$ cat config.mk
export PLATFORM = sky130hd
export DESIGN_NAME = rfsm_cfg_regs
export DESIGN_NICKNAME = d
export VERILOG_FILES = /design/src/hw/rtl/rfsm_pkg.sv /design/src/hw/rtl/rfsm_cfg_regs.sv
export SDC_FILE = /design/constraint.sdc
export NUM_CORES = 1
export LEC_CHECK = 0
export ABC_AREA = 0
export BUFFER_PORTS_ARGS = -buffer_cell sky130_fd_sc_hd__buf_2
export CORE_UTILIZATION = 47
export CTS_CLUSTER_DIAMETER = 150
export CTS_CLUSTER_SIZE = 12
export DETAILED_ROUTE_END_ITERATION = 10
export PLACE_DENSITY = 0.86
export SLEW_MARGIN = 10
export SYNTH_ARGS = -nofsm -noshare
export SYNTH_HDL_FRONTEND = slang
export SYNTH_SLANG_ARGS = --single-unit
$ cat constraint.sdc
create_clock -name clk_i -period 0.99 [get_ports clk_i]
set_clock_uncertainty 0.15 [all_clocks]
set_input_delay 0.2475 -clock clk_i [delete_from_list [all_inputs] [get_ports clk_i]]
set_output_delay 0.2475 -clock clk_i [all_outputs]
set_load 0.005 [all_outputs]
$ cat src/hw/rtl/rfsm_pkg.sv
// Package for the RF power and SWR meter: widths, register indexes, reset values.
// Used by the channel interfaces and every module of the block.
package rfsm_pkg;

  localparam int unsigned MvW      = 14;
  localparam int unsigned PwrW     = 12;
  localparam int unsigned SwrW     = 10;
  localparam int unsigned CfgIdxW  = 2;
  localparam int unsigned CfgDataW = 8;
  // Power in units of 1e-8 W: 255*16383^2 + 127*16383*10000 fits in 37 bits.
  localparam int unsigned NW       = 37;
  localparam int unsigned SqrtFracBitsDef = 16;

  typedef enum logic [CfgIdxW-1:0] {
    RegSquareGain  = 2'd0,
    RegLinearGain  = 2'd1,
    RegStartPower  = 2'd2,
    RegSwrOffset   = 2'd3
  } cfg_reg_e;

  localparam logic [7:0] SquareGainRst = 8'd114;
  localparam logic [6:0] LinearGainRst = 7'd4;
  localparam logic [6:0] StartPowerRst = 7'd10;
  localparam logic [7:0] SwrOffsetRst  = 8'd0;

  typedef struct packed {
    logic [7:0] square_gain;
    logic [6:0] linear_gain;
    logic [6:0] start_power;
    logic [7:0] swr_offset;
  } cfg_t;

  typedef struct packed {
    logic [MvW-1:0] forward_mv;
    logic [MvW-1:0] reflected_mv;
  } in_item_t;

  typedef struct packed {
    logic [PwrW-1:0] power_tenths;
    logic [SwrW-1:0] swr_hundredths;
  } out_item_t;

endpackage

$ cat src/hw/rtl/rfsm_cfg_regs.sv
// Configuration registers of the meter, written through a plain write port.
// Depends on rfsm_pkg.
module rfsm_cfg_regs
  import rfsm_pkg::*;
(
  input  logic                clk_i,
  input  logic                rst_ni,
  input  logic                cfg_we_i,
  input  logic [CfgIdxW-1:0]  cfg_idx_i,
  input  logic [CfgDataW-1:0] cfg_data_i,
  output cfg_t                cfg_o
);

  cfg_t cfg_q;

  // Register write; every index of the two-bit field names a register.
  always_ff @(posedge clk_i or negedge rst_ni) begin
    if (!rst_ni) begin
      cfg_q.square_gain <= SquareGainRst;
      cfg_q.linear_gain <= LinearGainRst;
      cfg_q.start_power <= StartPowerRst;
      cfg_q.swr_offset  <= SwrOffsetRst;
    end else if (cfg_we_i) begin
      unique case (cfg_reg_e'(cfg_idx_i))
        RegSquareGain: cfg_q.square_gain <= cfg_data_i;
        RegLinearGain: cfg_q.linear_gain <= cfg_data_i[6:0];
        RegStartPower: cfg_q.start_power <= cfg_data_i[6:0];
        RegSwrOffset:  cfg_q.swr_offset  <= cfg_data_i;
        default: ;
      endcase
    end
  end

  assign cfg_o = cfg_q;

endmodule

==> results of run 1 <==
-- stage by stage --
| stage | util (%) | hold WS (ns) | setup TNS, ns |
|---|---|---|---|
| final | 73.2 | 0.0114 | -8.59 |
| after global routing | 73.2 | -0.00219 | -10.33 |
| after CTS | 70.6 | 0.00573 | -8.80 |
| after detailed placement | 65.4 | 0.0659 | -9.22 |
| after global placement | 65.4 | 0.0530 | -8.59 |
| after floorplan | - | -0.198 | -3.26 |
-- timing repair --
item | in CTS | in global routing
endpoints found under the setup margin | 34 | 36
pin swaps | 1 | 1
hold endpoints to repair | 30 | 2
setup buffers | 4 | 2
gates cloned | 0 | 0
gates resized for setup | 4 | 12
-- cell usage after synthesis (all sizes together) --
cell	n	area share (%)
nor3b	1	1.7
nand3	1	0.44
mux2	30	30
nand3b	2	1.3
dfstp	7	16
dfrtp	23	51
-- cell families (layout without fill, tap and decap cells) --
kind of cell  count (synthesis)  in the layout  share of synthesized area (%)
flops                        30             30                           66.9
simple gates                  4              4                           3.41
mux                          30             30                           29.7
buf+inv                       0             65                              0
-- power groups by stage --
stage                     sequential, W  combinational (W)  clock, W
after floorplan                 0.00165           0.000236         0
after global placement          0.00162           0.000607         0
after detailed placement        0.00163           0.000630         0
after CTS                       0.00161           0.000701  0.000767
after global routing            0.00165           0.000836  0.000844
final                           0.00162           0.000773  0.000752
-- worst paths after layout --
| path | to |
|---|---|
| hold / removal | cfg_o[7] |
| max in group asynchronous | cfg_o[26] |
| hold reg to reg | cfg_o[7] |
| setup reg to reg | cfg_o[24] |
| setup / recovery | cfg_o[11] |
| min in group asynchronous | cfg_o[22] |
-- area by class of cell --
class                           instances  area, um^2
Multi-Input combinational cell         34         415
Timing Repair Buffer                   57         380
Clock buffer                            7        55.1
Fill cell                             170         604
Sequential cell                        30         759
Clock inverter                          1        5.00
Tap cell                               28        35.0
-- routing by layer --
metal	part of all wire, %	up-vias	GRT usage [%]	wire length [um]
met4	0.86	0	8.33	21
met3	6.4	2	10.4	158
li1	-	359	-	-
met2	52	30	33.3	1270
met1	41	388	25.1	1010
met5	0	-	0	0
==> results.sh, run 1 <==
export IMPL_status="complete, but fails checks"
export IMPL_failing_checks="setup timing"
export IMPL_post_route_period_util_pct=138
export IMPL_overall_global_routing_resource_usage_pct=21.3
export IMPL_ys_warnings_count=0
export IMPL_ctsRootBufferMaster="clkbuf_4"
export IMPL_largest_reg_flops=30
export IMPL_worst_r2r_setup_slack_ns=-0.05
export IMPL_die_width_um=51.2
export IMPL_final_common_cell="buf_2"
export IMPL_worstHoldPathType="primary input to flip-flop"
export IMPL_power_density_cell_area_mw_per_mm2=1910
export IMPL_area_of_the_mapped_netlist_mm2=0.00114
export IMPL_clock_fmax_ghz=0.730
export IMPL_cpPeakStageDelay_ns=0.54
export IMPL_number_of_violations_of_the_max_capacitance_limit=0
export IMPL_power_clock_fraction_pct=23.9
export IMPL_cts_hold_repair_buffers=1
export IMPL_fp_row_count=17
export IMPL_slew_at_the_pin_closest_to_its_max_slew_limit_ns=0.166
export IMPL_worst_ep_arrival_time_ns=0.97
export IMPL_worst_slack_placed_ns=-0.385
export IMPL_crit_path_max_fanout=2
export IMPL_power_frac_comb_pct=24.5
export IMPL_synth_lib_cells_used_distinct=6
export IMPL_worst_path_stages=1
export IMPL_post_place_cells=143
export IMPL_worst_hold_startpoint="cfg_data_i[7]"
export IMPL_holdPathStages=2
export IMPL_post_route_drc_count=0
export IMPL_synth_cells=64
export IMPL_globalRoute_totalOverflow=0
export IMPL_fin_ws_ns=-0.380
export IMPL_critical_path_slowest_cell="dfstp_2"
export IMPL_clockBufferDepth=2
export IMPL_timing_critical_path_from="cfg_o[11]"
export IMPL_cp_end_kind="output port"
export IMPL_grt_start_max_net_pins=31
export IMPL_design_area_mm2=0.00165
export IMPL_fin_nets=141
export IMPL_synth_seq_cells=30
export IMPL_cts_max_level=2
export IMPL_io_pins=43
export IMPL_synth_area_per_cell_um2=17.8
export IMPL_worst_skew_pair_late_latency_ns=0.33
export IMPL_netSwitchingPower_w=0.000801
export IMPL_crit_path_start_kind="flip-flop"
export IMPL_antenna_found_initial=0
export IMPL_place_congestion=0.699
export IMPL_postRouteAntennaNets=0
export IMPL_detail_route_wl_per_cell_um=15.6
export IMPL_drt_pass1_iter_count=2
export IMPL_number_of_hold_violations_in_the_final_report=0
export IMPL_r2r_start="cfg_o[24]"
export IMPL_total_power_w=0.00315
export IMPL_numClockSinks=30
export IMPL_instances_no_fill=157
export IMPL_die_area_mm2=0.00262
export IMPL_leakage_nw=0.804
export IMPL_placedInstanceArea_mm2=0.00147
export IMPL_seq_area_frac_synth_pct=66.9
export IMPL_vias_in_the_first_global_route=780
export IMPL_grt_pass1_wl_um=3710
export IMPL_report_final_setup_viol=35
export IMPL_slew_violations=0
export IMPL_vias=779
export IMPL_routed_wl_um=2460
export IMPL_switching_share_pct=25.4
export IMPL_core_area_mm2=0.00225
export IMPL_ratio_of_cells_with_drive_above_1_in_the_final_layout_pct=79.1
export IMPL_clkTransAtPathRegs_ns=0.09
export IMPL_initialDrtViolationCount=5
export IMPL_p_int_w=0.00235
export IMPL_grt_setup_unrepaired="true"
export IMPL_die_height_um=51.2
export IMPL_cp_top_family="flip-flops"
export IMPL_cts_buffers_inserted=5
export IMPL_buf_inv_stages_crit_path=1
export IMPL_slew_limit_headroom_pct=88.9
export IMPL_start_util_pct=50.4
export IMPL_synthesis_to_layout_area_growth_pct=45.3
export IMPL_seqPwrFrac_pct=51.6
export IMPL_dp_hpwl_um=1640
export IMPL_routed_via_density=4.96
export IMPL_most_common_layout_cells="buf_2, mux2_2, dfrtp_1, buf_4, buf_6"
export IMPL_critical_path_cell_chain="buf_2"
export IMPL_placement_io_buffers=42
export IMPL_timing_final_crit_period_ns=1.37
export IMPL_power_ir_vdd_worst_uv=1530
export IMPL_timing_setup_critical_path_class="flip-flop to output port"
export IMPL_diodes=0
export IMPL_synth_net_count=77
export IMPL_critPathRequiredTime_ns=0.59
export IMPL_reg2reg_depth=2
export IMPL_cts_tree="done"
No activity file was read; power rests on OpenSTA's default activity.
==> run 2, diff against run 1 <==
--- a/config.mk
+++ b/config.mk
@@ -12,6 +12,7 @@
 export CTS_CLUSTER_SIZE = 12
 export DETAILED_ROUTE_END_ITERATION = 10
 export PLACE_DENSITY = 0.86
+export REMOVE_ABC_BUFFERS = 1
 export SLEW_MARGIN = 10
 export SYNTH_ARGS = -nofsm -noshare
 export SYNTH_HDL_FRONTEND = slang
==> results.sh, run 2 (same netlist as run 1, synthesis figures left out) <==
export IMPL_worst_r2r_setup_slack_ns=-0.05
export IMPL_initialDrtViolationCount=3
export IMPL_timing_critical_path_from="cfg_o[26]"
export IMPL_grt_setup_unrepaired="true"
export IMPL_failing_checks="setup timing"
export IMPL_slew_violations=0
export IMPL_critical_path_slowest_cell="dfstp_2"
export IMPL_diodes=0
export IMPL_crit_path_max_fanout=2
export IMPL_drt_pass1_iter_count=4
export IMPL_area_taken_by_multi_input_logic_gates_um2=407
export IMPL_power_ir_vdd_worst_uv=1470
export IMPL_post_route_drc_count=0
export IMPL_top_usage_layer="met2"
export IMPL_fin_nets=144
export IMPL_number_of_hold_violations_in_the_final_report=0
export IMPL_total_power_w=0.00333
export IMPL_slew_limit_headroom_pct=85.2
export IMPL_overall_global_routing_resource_usage_pct=22.7
export IMPL_cpPeakStageDelay_ns=0.56
export IMPL_cts_buffers_inserted=5
export IMPL_worst_path_stages=1
export IMPL_fp_row_count=17
export IMPL_timing_setup_critical_path_class="flip-flop to output port"
export IMPL_clock_fmax_ghz=0.723
export IMPL_cts_tree="done"
export IMPL_number_of_violations_of_the_max_capacitance_limit=0
export IMPL_design_area_mm2=0.00171
export IMPL_report_final_setup_viol=43
export IMPL_cts_max_level=2
export IMPL_io_pins=43
export IMPL_critPathRequiredTime_ns=0.59
export IMPL_final_common_cell="buf_2"
export IMPL_met1_usage_pct=26.1
export IMPL_routed_via_density=4.98
export IMPL_ctsRootBufferMaster="clkbuf_4"
export IMPL_crit_reg2reg_capture="cfg_o[24]"
export IMPL_cp_end_kind="output port"
export IMPL_ff_latch_area_um2=759
export IMPL_clkTransAtPathRegs_ns=0.10
export IMPL_fill_cells=153
export IMPL_die_area_mm2=0.00262
export IMPL_met2_usage_pct=37.5
export IMPL_worst_skew_pair_late_latency_ns=0.33
export IMPL_grt_start_max_net_pins=31
export IMPL_reg2reg_depth=2
export IMPL_fin_ws_ns=-0.394
export IMPL_clockBufferDepth=2
export IMPL_r2r_start="cfg_o[24]"
export IMPL_die_height_um=51.2
export IMPL_timing_final_crit_period_ns=1.38
export IMPL_routed_wl_um=2660
export IMPL_place_congestion=0.687
export IMPL_whs_endpoint="cfg_o[29]"
export IMPL_power_density_cell_area_mw_per_mm2=1950
export IMPL_buf_inv_stages_crit_path=1
export IMPL_slew_at_the_pin_closest_to_its_max_slew_limit_ns=0.222
export IMPL_grt_pass1_wl_um=4020
export IMPL_most_common_layout_cells="buf_2, dfrtp_1, mux2_2, buf_6, buf_4"
export IMPL_holdPathStages=2
export IMPL_globalRoute_totalOverflow=0
export IMPL_fin_worst_hold_slack_ns=0.0200
export IMPL_vias_in_the_first_global_route=840
export IMPL_critical_path_cell_chain="buf_6"
export IMPL_worst_ep_arrival_time_ns=0.99
export IMPL_start_util_pct=50.4
export IMPL_vias=797
export IMPL_placement_io_buffers=42
export IMPL_postRouteAntennaNets=0
export IMPL_placedInstanceArea_mm2=0.00146
export IMPL_cp_top_family="flip-flops"
export IMPL_grt_util_met3_pct=8.93
export IMPL_worstHoldPathType="primary input to flip-flop"
export IMPL_ratio_of_cells_with_drive_above_1_in_the_final_layout_pct=79.5
export IMPL_detail_route_wl_per_cell_um=16.6
export IMPL_status="complete, but fails checks"
export IMPL_core_area_mm2=0.00225
export IMPL_synthesis_to_layout_area_growth_pct=50.6
export IMPL_leakage_nw=0.836
export IMPL_dp_hpwl_um=1700
export IMPL_crit_path_start_kind="flip-flop"
export IMPL_worst_hold_startpoint="cfg_data_i[7]"
export IMPL_numClockSinks=30
export IMPL_die_width_um=51.2
export IMPL_post_route_period_util_pct=140
export IMPL_largest_reg_flops=30
export IMPL_antenna_found_initial=0
run 2: cell types whose count changed in the layout (fill, tap and decap cells not counted):
cell | previous run | this run
buf_6 | 8 | 12
nand3_4 | 1 | 0
nand3_1 | 0 | 1
mux2_2 | 23 | 22
buf_2 | 37 | 35
mux2_4 | 7 | 8
clkbuf_8 | 1 | 3
clkinv_2 | 1 | 0
buf_8 | 0 | 1
clkbuf_1 | 1 | 0
run 2: worst max-delay path by stage:
| stage | to | slack, ns |
|---|---|---|
| 5_1_grt | cfg_o[26] | -0.43 |
| 3_3_place_gp | cfg_o[24] | -0.35 |
| 3_5_place_dp | cfg_o[25] | -0.42 |
| 6_report | cfg_o[26] | -0.39 |
| 2_1_floorplan | cfg_o[22] | -0.23 |
| 4_1_cts | cfg_o[26] | -0.40 |
run 2: where the power goes:
part / switching, W / internal, W
registers: 0.000131 / 0.00150
clock network: 0.000418 / 0.000485
logic: 0.000271 / 0.000525
total: 0.000820 / 0.00251
run 2: routing by layer:
layer  up-vias  part of all wire, %
met5         -                    0
met4         0                  1.4
met3         5                  5.7
met2        31                   52
met1       398                   41
li1        363                    -
run 2: cell type report:
type                       instances  area share [%]
multi-input combinational         34            23.8
timing repair buffer              60            25.2
tap                               28            2.05
clock buffer                       8            4.61
sequential                        30            44.4
run 2: repair_timing:
item                                    in CTS  in global routing
resized for setup                           11                 14
endpoints found under the setup margin      35                 40
pin swaps                                    1                  1
hold endpoints to repair                    30                  0
buffers inserted                             4                  6
hold buffers                                 1                  0
run 2: per-stage QoR:
stage	setup TNS (ns)	std cells	setup WS, ns	util, %
final	-8.78	160	-0.394	75.9
after global routing	-10.18	160	-0.431	75.9
after CTS	-8.63	156	-0.400	71.8
after detailed placement	-9.17	143	-0.417	64.8
after global placement	-8.17	143	-0.353	64.8
after floorplan	-4.25	64	-0.230	-
==> run 3, diff against run 2 <==
--- a/config.mk
+++ b/config.mk
@@ -11,7 +11,7 @@
 export CTS_CLUSTER_DIAMETER = 150
 export CTS_CLUSTER_SIZE = 12
 export DETAILED_ROUTE_END_ITERATION = 10
-export PLACE_DENSITY = 0.86
+export PLACE_DENSITY = 0.77
 export REMOVE_ABC_BUFFERS = 1
 export SLEW_MARGIN = 10
 export SYNTH_ARGS = -nofsm -noshare
==> results.sh, run 3 (same netlist as run 1, synthesis figures left out) <==
export IMPL_detail_route_wl_per_cell_um=14.7
export IMPL_buf_inv_stages_crit_path=1
export IMPL_worst_path_stages=1
export IMPL_ratio_of_cells_with_drive_above_1_in_the_final_layout_pct=78.1
export IMPL_worst_skew_pair_late_latency_ns=0.32
export IMPL_die_width_um=51.2
export IMPL_failing_checks="setup timing"
export IMPL_io_pins=43
export IMPL_grt_setup_unrepaired="true"
export IMPL_final_common_cell="buf_2"
export IMPL_numClockSinks=30
export IMPL_start_util_pct=50.4
export IMPL_fp_row_count=17
export IMPL_vias=767
export IMPL_clock_fmax_ghz=0.728
export IMPL_worst_ep_arrival_time_ns=0.98
export IMPL_timing_final_crit_period_ns=1.37
export IMPL_post_place_cells=143
export IMPL_r2r_start="cfg_o[12]"
export IMPL_initialDrtViolationCount=6
export IMPL_fill_cells=168
export IMPL_reg2reg_depth=2
export IMPL_grt_start_max_net_pins=31
export IMPL_setup_total_negative_slack_ns=-8.29
export IMPL_timing_critical_path_from="cfg_o[26]"
export IMPL_largest_reg_flops=30
export IMPL_fin_ws_ns=-0.384
export IMPL_post_route_drc_count=0
export IMPL_postRouteAntennaNets=0
export IMPL_cts_tree="done"
export IMPL_die_height_um=51.2
export IMPL_fin_nets=140
export IMPL_fin_worst_hold_slack_ns=0.0208
export IMPL_number_of_violations_of_the_max_capacitance_limit=0
export IMPL_worst_r2r_setup_slack_ns=-0.02
export IMPL_drt_pass1_iter_count=3
export IMPL_worstHoldPathType="primary input to flip-flop"
export IMPL_total_power_w=0.00337
export IMPL_routed_wl_um=2290
export IMPL_cpPeakStageDelay_ns=0.55
export IMPL_antenna_found_initial=0
export IMPL_routed_via_density=4.92
export IMPL_status="complete, but fails checks"
export IMPL_crit_path_start_kind="flip-flop"
export IMPL_critical_path_endpoint="cfg_o[26]"
export IMPL_globalRoute_totalOverflow=0
export IMPL_place_congestion=0.650
export IMPL_instances_no_fill=156
export IMPL_most_common_layout_cells="buf_2, dfrtp_1, mux2_2, buf_6"
export IMPL_grt_pass1_wl_um=3470
export IMPL_overall_global_routing_resource_usage_pct=20.1
export IMPL_clockBufferDepth=2
export IMPL_crit_path_max_fanout=2
export IMPL_critical_path_slowest_cell="dfstp_2"
export IMPL_dp_hpwl_um=1630
export IMPL_ctsRootBufferMaster="clkbuf_4"
export IMPL_number_of_hold_violations_in_the_final_report=0
export IMPL_diodes=0
export IMPL_placement_io_buffers=42
export IMPL_slew_violations=0
export IMPL_core_area_mm2=0.00225
export IMPL_critical_path_cell_chain="buf_6"
export IMPL_power_ir_vdd_worst_uv=1340
export IMPL_cp_end_kind="output port"
export IMPL_cts_buffers_inserted=5
export IMPL_report_final_setup_viol=36
export IMPL_slew_limit_headroom_pct=86.7
export IMPL_die_area_mm2=0.00262
export IMPL_leakage_nw=0.810
export IMPL_slew_at_the_pin_closest_to_its_max_slew_limit_ns=0.199
export IMPL_worst_slack_placed_ns=-0.357
export IMPL_cts_max_level=2
export IMPL_timing_setup_critical_path_class="flip-flop to output port"
export IMPL_crit_reg2reg_capture="cfg_o[12]"
export IMPL_synthesis_to_layout_area_growth_pct=46.4
export IMPL_clkTransAtPathRegs_ns=0.10
export IMPL_cp_top_family="flip-flops"
export IMPL_critPathRequiredTime_ns=0.59
export IMPL_power_density_cell_area_mw_per_mm2=2030
export IMPL_vias_in_the_first_global_route=748
export IMPL_post_route_period_util_pct=139
[run 3: cell types whose count changed in the layout (fill, tap and decap cells not counted)]
cell / before / now
bufinv_16: 0 / 1
buf_6: 12 / 9
buf_2: 35 / 37
buf_4: 10 / 8
clkbuf_8: 3 / 1
buf_8: 1 / 0
clkbuf_1: 0 / 1
[run 3: worst min path at each step]
stage	start	endpoint	slack, ns	depth (start not counted)
2_1_floorplan	rst_ni	cfg_o[0]	-0.20	0
3_3_place_gp	rst_ni	cfg_o[20]	0.05	2
3_5_place_dp	rst_ni	cfg_o[13]	0.06	2
4_1_cts	cfg_data_i[7]	cfg_o[29]	0.005	2
5_1_grt	cfg_data_i[7]	cfg_o[29]	0.01	2
6_report	cfg_data_i[7]	cfg_o[29]	0.02	2
[run 3: layout make-up]
type                            count  area [um^2]  share of cell area (%)
Sequential cell                    30          759                    45.7
Tap cell                           28         35.0                    2.11
Clock inverter                      1         30.0                    1.81
Timing Repair Buffer               56          377                    22.6
Multi-Input combinational cell     34          407                    24.5
Clock buffer                        7         55.1                    3.31
[run 3: per-stage QoR]
| step | instance area (um^2) | util (%) |
|---|---|---|
| final | 1660 | 73.8 |
| after global routing | 1660 | 73.8 |
| after CTS | 1610 | 71.3 |
| after detailed placement | 1460 | 64.8 |
| after global placement | 1460 | 64.8 |
| after floorplan | 1140 | - |
[run 3: routing by layer]
layer	up-vias	part of all wire, %	global-route usage [%]
li1	358	-	-
met1	377	39	22.4
met2	26	52	31.6
met3	6	7.4	10.1
met4	0	1.9	9.72
met5	-	0	0
[run 3: power breakdown]
part / internal (W) / total (W) / leakage (nW) / switching (W)
Clock: 0.000603 / 0.00100 / 0.0455 / 0.000398
Combinational: 0.000501 / 0.000756 / 0.419 / 0.000256
Sequential: 0.00150 / 0.00162 / 0.346 / 0.000120
[run 3: repair_timing]
item | CTS | global route
endpoints found under the setup margin | 31 | 37
hold buffers | 1 | 0
pin swaps | 0 | 1
setup buffers | 4 | 1
gates resized for setup | 5 | 13
endpoints found under the hold margin | 30 | 0
